$ cat config.mk
export PLATFORM = sky130hd
export DESIGN_NAME = can_receive_mailbox_table_core
export DESIGN_NICKNAME = d
export VERILOG_FILES = /design/src/sv/can_mbx_pkg.sv /design/src/sv/can_mbx_ram.sv /design/src/sv/can_mbx_ctrl.sv /design/src/sv/can_mbx_dp.sv /design/src/sv/can_receive_mailbox_table_core.sv
export SDC_FILE = /design/constraint.sdc
export NUM_CORES = 2
export LEC_CHECK = 0
export BUFFER_PORTS_ARGS = -buffer_cell sky130_fd_sc_hd__buf_4
export CAP_MARGIN = 20
export CORE_UTILIZATION = 36
export CTS_CLUSTER_DIAMETER = 40
export DETAILED_ROUTE_END_ITERATION = 10
export HOLD_SLACK_MARGIN = 0.05
export SYNTH_ARGS = -nofsm -noshare
export SYNTH_HDL_FRONTEND = slang
export SYNTH_SLANG_ARGS = --single-unit
$ cat constraint.sdc
create_clock -name clk -period 9.93 [get_ports clk]
set_clock_uncertainty 0.05 [all_clocks]
set_input_delay 1.986 -clock clk [delete_from_list [all_inputs] [get_ports clk]]
set_output_delay 1.986 -clock clk [all_outputs]
set_load 0.1 [all_outputs]
$ cat src/sv/can_mbx_pkg.sv
// ---------------------------------------------------------------------------
// can_mbx_pkg
// Shared constants, codes and types for the CAN receive mailbox table.
// ---------------------------------------------------------------------------
package can_mbx_pkg;

  localparam int MBX_ENTRIES = 16;
  localparam int MBX_IDX_W   = $clog2(MBX_ENTRIES);
  localparam int ID_W        = 11;
  localparam int LEN_W       = 4;
  localparam int DATA_W      = 64;
  localparam int FUNC_W      = 3;
  localparam int STAT_W      = 2;
  localparam int SLOT_W      = 4;

  // operation codes
  localparam logic [FUNC_W-1:0] FN_SET_WAIT  = 3'd0;
  localparam logic [FUNC_W-1:0] FN_ALLOC     = 3'd1;
  localparam logic [FUNC_W-1:0] FN_RELEASE   = 3'd2;
  localparam logic [FUNC_W-1:0] FN_STORE     = 3'd3;
  localparam logic [FUNC_W-1:0] FN_FETCH_REQ = 3'd4;
  localparam logic [FUNC_W-1:0] FN_FETCH_ID  = 3'd5;

  // result status codes
  localparam logic [STAT_W-1:0] ST_OK   = 2'd0;
  localparam logic [STAT_W-1:0] ST_FULL = 2'd1;
  localparam logic [STAT_W-1:0] ST_NONE = 2'd2;

  typedef struct packed {
    logic                 load_in;   // latch operation fields
    logic                 direct;    // finish without a scan
    logic [MBX_IDX_W-1:0] raddr;     // slot read this cycle
    logic [MBX_IDX_W-1:0] pidx;      // slot whose read data is valid now
    logic                 hit_act;   // pidx matched: commit and load result
    logic                 miss_act;  // scan ended without a match
  } mbx_cmd_t;

  typedef struct packed {
    logic hit;
  } mbx_stat_t;

  // zero payload bytes at and beyond the length code
  function automatic logic [DATA_W-1:0] keep_bytes(input logic [DATA_W-1:0] data,
                                                   input logic [LEN_W-1:0] len);
    logic [DATA_W-1:0] res;
    res = '0;
    for (int b = 0; b < 8; b++) begin
      if (len > LEN_W'(b)) begin
        res[b*8 +: 8] = data[b*8 +: 8];
      end
    end
    return res;
  endfunction

endpackage

$ cat src/sv/can_mbx_ram.sv
// ---------------------------------------------------------------------------
// can_mbx_ram
// Simple dual-port RAM, one write port, one registered read port.
// ---------------------------------------------------------------------------
module can_mbx_ram #(
  parameter int WIDTH = 8,
  parameter int DEPTH = 16
) (
  input  logic                     clk,
  input  logic                     we,
  input  logic [$clog2(DEPTH)-1:0] waddr,
  input  logic [WIDTH-1:0]         wdata,
  input  logic [$clog2(DEPTH)-1:0] raddr,
  output logic [WIDTH-1:0]         rdata
);

  logic [WIDTH-1:0] mem [DEPTH];

  always_ff @(posedge clk) begin
    if (we) begin
      mem[waddr] <= wdata;
    end
    rdata <= mem[raddr];
  end

endmodule

$ cat src/sv/can_mbx_ctrl.sv
// ---------------------------------------------------------------------------
// can_mbx_ctrl
// Operation sequencer: decodes an accepted beat, walks the slot range one
// read per cycle and hands hit/miss decisions to the datapath.
// ---------------------------------------------------------------------------
module can_mbx_ctrl import can_mbx_pkg::*; (
  input  logic              clk,
  input  logic              rst,
  input  logic              s_tvalid,
  output logic              s_tready,
  output logic              m_tvalid,
  input  logic              m_tready,
  input  logic [FUNC_W-1:0] func_in,
  input  logic [SLOT_W-1:0] slot_in,
  input  mbx_stat_t         stat,
  output mbx_cmd_t          cmd
);

  localparam logic [1:0] S_IDLE = 2'd0;
  localparam logic [1:0] S_SCAN = 2'd1;
  localparam logic [1:0] S_OUT  = 2'd2;

  localparam logic [MBX_IDX_W-1:0] IDX_FIRST = '0;
  localparam logic [MBX_IDX_W-1:0] IDX_ONE   = MBX_IDX_W'(1);
  localparam logic [MBX_IDX_W-1:0] IDX_LAST  = MBX_IDX_W'(MBX_ENTRIES - 1);

  logic [1:0]           state, state_next;
  logic [MBX_IDX_W-1:0] cnt, cnt_next;
  logic [MBX_IDX_W-1:0] end_idx, end_idx_next;
  logic                 issue_done, issue_done_next;
  logic                 pend, pend_next;
  logic [MBX_IDX_W-1:0] pidx, pidx_next;

  logic                 accept;
  logic                 scan_op;
  logic [MBX_IDX_W-1:0] start_sel, end_sel;

  // no beat is taken while reset is held
  assign s_tready = (state == S_IDLE) && !rst;
  assign m_tvalid = (state == S_OUT);
  assign accept   = s_tvalid && s_tready;

  // scan range per operation
  always_comb begin
    scan_op   = 1'b1;
    start_sel = IDX_FIRST;
    end_sel   = IDX_LAST;
    case (func_in)
      FN_ALLOC, FN_RELEASE: begin
        start_sel = IDX_ONE;
      end
      FN_STORE: begin
        scan_op   = (int'(slot_in) < MBX_ENTRIES);
        start_sel = MBX_IDX_W'(slot_in);
        end_sel   = MBX_IDX_W'(slot_in);
      end
      FN_FETCH_REQ: begin
        end_sel = IDX_FIRST;
      end
      FN_FETCH_ID: begin
        end_sel = IDX_LAST;
      end
      default: begin
        scan_op = 1'b0;
      end
    endcase
  end

  always_comb begin
    state_next      = state;
    cnt_next        = cnt;
    end_idx_next    = end_idx;
    issue_done_next = issue_done;
    pend_next       = pend;
    pidx_next       = pidx;
    cmd             = '0;
    cmd.raddr       = cnt;
    cmd.pidx        = pidx;
    case (state)
      S_IDLE: begin
        if (accept) begin
          cmd.load_in = 1'b1;
          if (scan_op) begin
            cnt_next        = start_sel;
            end_idx_next    = end_sel;
            issue_done_next = 1'b0;
            pend_next       = 1'b0;
            state_next      = S_SCAN;
          end else begin
            cmd.direct = 1'b1;
            state_next = S_OUT;
          end
        end
      end
      S_SCAN: begin
        // read issued at cnt; its data is compared in the next cycle at pidx
        pend_next = !issue_done;
        if (!issue_done) begin
          pidx_next = cnt;
          if (cnt == end_idx) begin
            issue_done_next = 1'b1;
          end else begin
            cnt_next = cnt + IDX_ONE;
          end
        end
        if (pend) begin
          if (stat.hit) begin
            cmd.hit_act = 1'b1;
            state_next  = S_OUT;
          end else if (pidx == end_idx) begin
            cmd.miss_act = 1'b1;
            state_next   = S_OUT;
          end
        end
      end
      S_OUT: begin
        if (m_tready) begin
          state_next = S_IDLE;
        end
      end
      default: begin
        state_next = S_IDLE;
      end
    endcase
  end

  always_ff @(posedge clk) begin
    if (rst) begin
      state      <= S_IDLE;
      cnt        <= '0;
      end_idx    <= '0;
      issue_done <= 1'b0;
      pend       <= 1'b0;
      pidx       <= '0;
    end else begin
      state      <= state_next;
      cnt        <= cnt_next;
      end_idx    <= end_idx_next;
      issue_done <= issue_done_next;
      pend       <= pend_next;
      pidx       <= pidx_next;
    end
  end

  a_hit_miss_excl: assert property (@(posedge clk) disable iff (rst)
    !(cmd.hit_act && cmd.miss_act))
    else $error("hit and miss in the same cycle");

  a_accept_leaves_idle: assert property (@(posedge clk) disable iff (rst)
    accept |=> state != S_IDLE)
    else $error("accepted beat did not start an operation");

  a_pidx_in_range: assert property (@(posedge clk) disable iff (rst)
    state == S_SCAN && pend |-> pidx <= end_idx)
    else $error("compared slot beyond scan end");

  a_no_accept_while_busy: assert property (@(posedge clk) disable iff (rst)
    m_tvalid |-> !s_tready)
    else $error("input ready while result pending");

endmodule

$ cat src/sv/can_mbx_dp.sv
// ---------------------------------------------------------------------------
// can_mbx_dp
// Mailbox storage and match logic: ident and payload RAMs, per-slot valid
// and new flags, slot compare and the result register.
// ---------------------------------------------------------------------------
module can_mbx_dp import can_mbx_pkg::*; (
  input  logic              clk,
  input  logic              rst,
  input  logic [FUNC_W-1:0] func_in,
  input  logic [ID_W-1:0]   ident_in,
  input  logic [LEN_W-1:0]  len_in,
  input  logic [DATA_W-1:0] data_in,
  input  mbx_cmd_t          cmd,
  output mbx_stat_t         stat,
  output logic [STAT_W-1:0] status,
  output logic [SLOT_W-1:0] slot_used,
  output logic [ID_W-1:0]   ident_out,
  output logic [LEN_W-1:0]  len_out,
  output logic [DATA_W-1:0] data_out
);

  localparam int ENT_W = LEN_W + DATA_W;

  logic [FUNC_W-1:0]      func_q;
  logic [ID_W-1:0]        id_q;
  logic [LEN_W-1:0]       len_q;
  logic [DATA_W-1:0]      data_q;

  logic [MBX_ENTRIES-1:0] vld;    // ident entry written since reset, release or fetch-request
  logic [MBX_ENTRIES-1:0] newf;

  logic                   id_we;
  logic [MBX_IDX_W-1:0]   id_waddr;
  logic [ID_W-1:0]        id_wdata;
  logic [ID_W-1:0]        id_rdata;
  logic                   ent_we;
  logic [ENT_W-1:0]       ent_wdata;
  logic [ENT_W-1:0]       ent_rdata;

  logic [ID_W-1:0]        rid;
  logic                   need_new, check_id, is_fetch;
  logic [ID_W-1:0]        cmp_id;

  can_mbx_ram #(.WIDTH(ID_W), .DEPTH(MBX_ENTRIES)) u_id_ram (
    .clk   (clk),
    .we    (id_we),
    .waddr (id_waddr),
    .wdata (id_wdata),
    .raddr (cmd.raddr),
    .rdata (id_rdata)
  );

  can_mbx_ram #(.WIDTH(ENT_W), .DEPTH(MBX_ENTRIES)) u_ent_ram (
    .clk   (clk),
    .we    (ent_we),
    .waddr (cmd.pidx),
    .wdata (ent_wdata),
    .raddr (cmd.raddr),
    .rdata (ent_rdata)
  );

  always_ff @(posedge clk) begin
    if (cmd.load_in) begin
      func_q <= func_in;
      id_q   <= ident_in;
      len_q  <= len_in;
      data_q <= data_in;
    end
  end

  // match on the slot whose read data arrived this cycle
  assign rid      = vld[cmd.pidx] ? id_rdata : '0;
  assign need_new = (func_q == FN_FETCH_REQ) || (func_q == FN_FETCH_ID);
  assign is_fetch = need_new;
  assign check_id = (func_q != FN_FETCH_REQ);
  assign cmp_id   = (func_q == FN_ALLOC) ? '0 : id_q;
  assign stat.hit = (!need_new || newf[cmd.pidx]) && (!check_id || rid == cmp_id);

  always_comb begin
    id_we    = 1'b0;
    id_waddr = cmd.pidx;
    id_wdata = id_q;
    if (cmd.direct && func_in == FN_SET_WAIT) begin
      id_we    = 1'b1;
      id_waddr = '0;
      id_wdata = ident_in;
    end else if (cmd.hit_act && func_q == FN_ALLOC) begin
      id_we = 1'b1;
    end
  end

  assign ent_we    = cmd.hit_act && func_q == FN_STORE;
  assign ent_wdata = {len_q, keep_bytes(data_q, len_q)};

  always_ff @(posedge clk) begin
    if (rst) begin
      vld  <= '0;
      newf <= '0;
    end else begin
      if (cmd.direct && func_in == FN_SET_WAIT) begin
        vld[0] <= 1'b1;
      end
      if (cmd.hit_act) begin
        case (func_q)
          FN_ALLOC: begin
            vld[cmd.pidx] <= 1'b1;
          end
          FN_RELEASE, FN_FETCH_REQ: begin
            vld[cmd.pidx]  <= 1'b0;
            newf[cmd.pidx] <= 1'b0;
          end
          FN_STORE: begin
            newf[cmd.pidx] <= 1'b1;
          end
          FN_FETCH_ID: begin
            newf[cmd.pidx] <= 1'b0;
          end
          default: begin
          end
        endcase
      end
    end
  end

  // result register
  always_ff @(posedge clk) begin
    if (cmd.direct) begin
      status    <= (func_in == FN_SET_WAIT) ? ST_OK : ST_NONE;
      slot_used <= '0;
      ident_out <= '0;
      len_out   <= '0;
      data_out  <= '0;
    end else if (cmd.miss_act) begin
      status    <= (func_q == FN_ALLOC) ? ST_FULL : ST_NONE;
      slot_used <= '0;
      ident_out <= '0;
      len_out   <= '0;
      data_out  <= '0;
    end else if (cmd.hit_act) begin
      status    <= ST_OK;
      slot_used <= SLOT_W'(cmd.pidx);
      ident_out <= is_fetch ? rid : '0;
      len_out   <= is_fetch ? ent_rdata[DATA_W +: LEN_W] : '0;
      data_out  <= is_fetch ? ent_rdata[DATA_W-1:0] : '0;
    end
  end

  a_store_sets_new: assert property (@(posedge clk) disable iff (rst)
    cmd.hit_act && func_q == FN_STORE |=> newf[$past(cmd.pidx)])
    else $error("stored slot not flagged new");

endmodule

$ cat src/sv/can_receive_mailbox_table_core.sv
// ---------------------------------------------------------------------------
// can_receive_mailbox_table_core
// Receive mailbox table for standard CAN identifiers, stream interface.
// ---------------------------------------------------------------------------
// One operation is in flight at a time: s_tready is high only while the
// block is idle and out of reset, and the result beat on the master side
// must be taken before the next operation is accepted. Set-wait and unknown
// codes are decided in the accepting cycle itself. All other operations
// then walk the ident RAM one slot per cycle, each read registered before
// its compare: a store reads only its own slot, a fetch-request only slot
// 0, an allocate or release slots 1 to MBX_ENTRIES - 1 and a fetch-by-ident
// every slot, stopping early at the first match; m_tvalid then stays up
// until the sink takes the result. The single RAM read port sets the pace.
// Slot idents and new flags reset to free/clear at once, with no sweep.
// ---------------------------------------------------------------------------
module can_receive_mailbox_table_core import can_mbx_pkg::*; (
  input  logic        clk,
  input  logic        rst,
  input  logic        s_tvalid,
  output logic        s_tready,
  input  logic [87:0] s_tdata,   // ident[10:0], slot[14:11], frame_len[18:15],
                                 // frame_data[82:19], zero pad
  input  logic [2:0]  s_tuser,   // func[2:0]
  output logic        m_tvalid,
  input  logic        m_tready,
  output logic [87:0] m_tdata,   // slot_used[3:0], ident_out[14:4], len_out[18:15],
                                 // data_out[82:19], zero pad
  output logic [1:0]  m_tuser    // status[1:0]
);

  mbx_cmd_t          cmd;
  mbx_stat_t         stat;
  logic [STAT_W-1:0] status;
  logic [SLOT_W-1:0] slot_used;
  logic [ID_W-1:0]   ident_out;
  logic [LEN_W-1:0]  len_out;
  logic [DATA_W-1:0] data_out;

  can_mbx_ctrl u_ctrl (
    .clk      (clk),
    .rst      (rst),
    .s_tvalid (s_tvalid),
    .s_tready (s_tready),
    .m_tvalid (m_tvalid),
    .m_tready (m_tready),
    .func_in  (s_tuser),
    .slot_in  (s_tdata[14:11]),
    .stat     (stat),
    .cmd      (cmd)
  );

  can_mbx_dp u_dp (
    .clk       (clk),
    .rst       (rst),
    .func_in   (s_tuser),
    .ident_in  (s_tdata[10:0]),
    .len_in    (s_tdata[18:15]),
    .data_in   (s_tdata[82:19]),
    .cmd       (cmd),
    .stat      (stat),
    .status    (status),
    .slot_used (slot_used),
    .ident_out (ident_out),
    .len_out   (len_out),
    .data_out  (data_out)
  );

  assign m_tdata = {5'b0, data_out, len_out, ident_out, slot_used};
  assign m_tuser = status;

endmodule
==> results.json <==
{
  "track_usage": 0.168,
  "die-area_um2": 164000,
  "start_kind": "flop",
  "rsz0062_at_grt": "no",
  "p_comb_frac": 0.062,
  "hp-class": "reg -> reg",
  "drive_gt1_frac": 0.309,
  "finalCritPeriodShare": 0.536,
  "finalNonFillerCells": 5405,
  "layout.cells.most_common": "edfxtp_1",
  "clock-root-buffer": "clkbuf_16",
  "drv_cap": 0,
  "area_growth_pct": 17.1,
  "die_x_um": 405,
  "firstDrtPassIters": 5,
  "io_buffers": 176,
  "p_int_mw": 11.4,
  "clk_latency_ps": 810,
  "grt-ovfl-total": 0,
  "post_cts_buffers": 0,
  "via_count": 28316,
  "cts_buffers": 175,
  "grt_max_degree": 134,
  "p_sw_mw": 3.21,
  "syn_area_um2": 58400,
  "cp-end-kind": "flop",
  "clkTransAtPathRegs_ps": 60,
  "core_area_um2": 161000,
  "yosys_warnings": 0,
  "p_leak_nw": 21.4,
  "setup_slack_ps": 4610,
  "rows": 147,
  "drc": 0,
  "syn_inst": 2821,
  "grt_pass1_vias": 28803,
  "tightest_slew_ps": 1190,
  "cp.arrival_ps": 5700,
  "final_cell_mix": "edfxtp_1, mux4_2, buf_4",
  "cts_hold_buf": 0,
  "first_iter_violations": 2693,
  "p_per_area_nw_per_um2": 213,
  "viasPerCell": 5.24,
  "placed_cells": 5065,
  "run_status": "finished, final reports clean",
  "ir_drop_mv": 0.194,
  "routed_wl_um": 137000,
  "post-dp-hpwl_um": 74000,
  "clock_path_buffers": 3,
  "gp_congestion": 0.784,
  "synth_seq_cells": 1558,
  "die_h_um": 405,
  "pwr-share-seq": 0.500,
  "worstPathRequired_ps": 10320,
  "avgSynthCellArea_um2": 20.7,
  "async_reset_ff_frac": 0,
  "period_needed_ps": 5320,
  "cts.sinks": 1558,
  "wl_per_cell_um": 25.3,
  "max_freq_mhz": 188,
  "synth_ff_type": "edfxtp_1",
  "synth_edf_count": 1348,
  "antenna_found_initial": 7,
  "swShare": 0.220,
  "cts_tree": "built",
  "final_antenna_net_count": 0,
  "path_max_fanout": 34,
  "pre_cts_ws_ps": 4580,
  "clockPowerShare": 0.439,
  "hold_violations": 0,
  "tns_ps": 0,
  "io_pins": 187,
  "slew_viol_final": 0,
  "final.fill_count": 14027,
  "grt_pass1_wl_um": 199000,
  "worstSetupPathType": "reg -> reg",
  "setup_viol": 0,
  "cts-resized-gates": 0,
  "slew_headroom": 0.208,
  "whs_ps": 399,
  "yosysUniqueCellTypes": 69,
  "yosysSeqAreaShare": 0.765,
  "htree_levels": 4,
  "start_util": 0.363,
  "nets": 3187
}
state kept, by name, summed over array words and instances, names as in the netlist, 11 cells and up, named ones only:
| name | count |
|---|---|
| u_dp.data_out | 64 |
| u_dp.data_q | 64 |
| u_dp.id_q | 11 |
| u_dp.ident_out | 11 |
| u_dp.u_ent_ram.mem | 1088 |
| u_dp.u_ent_ram.rdata | 68 |
| u_dp.u_id_ram.mem | 176 |
| u_dp.u_id_ram.rdata | 11 |
| u_dp.vld | 16 |
cell usage after synthesis, drive strengths merged (2+ instances only):
cell,instances,share of area
a2111oi,2,0.00030
a211oi,22,0.0029
a21boi,6,0.00077
a21o,3,0.00041
a21oi,88,0.0076
a22oi,3,0.00039
a31oi,20,0.0021
a32oi,13,0.0020
a41o,2,0.00034
and2,20,0.0021
and3,2,0.00030
buf,82,0.0080
clkbuf,81,0.0052
dfxtp,210,0.072
edfxtp,1348,0.69
inv,5,0.00032
mux2,11,0.0021
mux2i,5,0.00086
mux4,402,0.16
nand2,108,0.0070
nand2b,15,0.0017
nand3,90,0.0078
nand3b,3,0.00039
nand4,2,0.00021
nor2,117,0.0075
nor2b,56,0.0060
nor3,26,0.0030
nor4,5,0.00079
o21a,3,0.00041
o21ai,36,0.0033
o22ai,3,0.00032
o2bb2ai,2,0.00051
o31ai,2,0.00034
o41ai,2,0.00043
or3b,3,0.00045
xnor2,7,0.0011
xor2,3,0.00045
worst paths after layout:
kind	end	cells after the start	startpoint	slack, ps
setup / recovery	u_dp.u_ent_ram.mem[3][45]	11	u_ctrl.pidx[1]	4610
hold / removal	u_dp.data_out[47]	2	u_dp.u_ent_ram.rdata[47]	400
setup reg to reg	u_dp.u_ent_ram.mem[3][45]	11	u_ctrl.pidx[1]	4610
hold reg to reg	u_dp.data_out[47]	2	u_dp.u_ent_ram.rdata[47]	400
layer usage:
metal	vias to the layer above	share of wire	global-route usage
met2	916	0.48	0.264
li1	12157	-	-
met4	4	0.020	0.0502
met3	172	0.063	0.0321
met5	-	0.00029	0
met1	15067	0.44	0.237
cell families (layout without fill, tap and decap cells):
group           Yosys count  in the layout  synth area share
flops                  1558           1558             0.765
simple gates            450            450            0.0378
mux                     418            418             0.158
compound gates          215            215            0.0235
buf+inv                 168            586            0.0136
xor+xnor                 10             10           0.00150
fa+ha+maj                 1              1          0.000214
other cells               1              7         0.0000642
critical path: stages, from the launching register on:
cell and delay (ps):
dfxtp_1 780, mux4_2 570, or2_0 220, o2bb2ai_2 190
a21oi_2 160, a41oi_2 50, buf_4 300, or3_1 420
buf_4 280, nor2_4 600, buf_4 730, buf_4 540
power by group through the flow:
stage          registers, mW  clock network, mW  logic (mW)
2_1_floorplan           7.38                  0       0.681
4_1_cts                 7.29               6.54       0.916
6_report                7.29               6.40       0.902
3_5_place_dp            7.43                  0       0.913
3_3_place_gp            7.43                  0       0.907
5_1_grt                 7.29               6.78       0.971
metrics by stage:
| step | utilization | power, mW | instance area, um2 |
|---|---|---|---|
| finish | 0.425 | 14.6 | 68400 |
| global route | 0.425 | 15.0 | 68400 |
| CTS | 0.425 | 14.7 | 68300 |
| detailed placement | 0.389 | 8.34 | 62500 |
| global placement | 0.388 | 8.33 | 62400 |
| floorplan | - | 8.06 | 58400 |
layout make-up:
type	count	area, um2	share of cell area
Antenna cell	2	5.00	0.0000732
Clock buffer	230	4770	0.0698
Clock inverter	99	1030	0.0151
Inverter	5	23.8	0.000348
Multi-Input combinational cell	1099	13200	0.193
Sequential cell	1558	44700	0.654
Tap cell	2160	2700	0.0395
Timing Repair Buffer	252	1970	0.0288
Power figures use the tool's default switching activity.
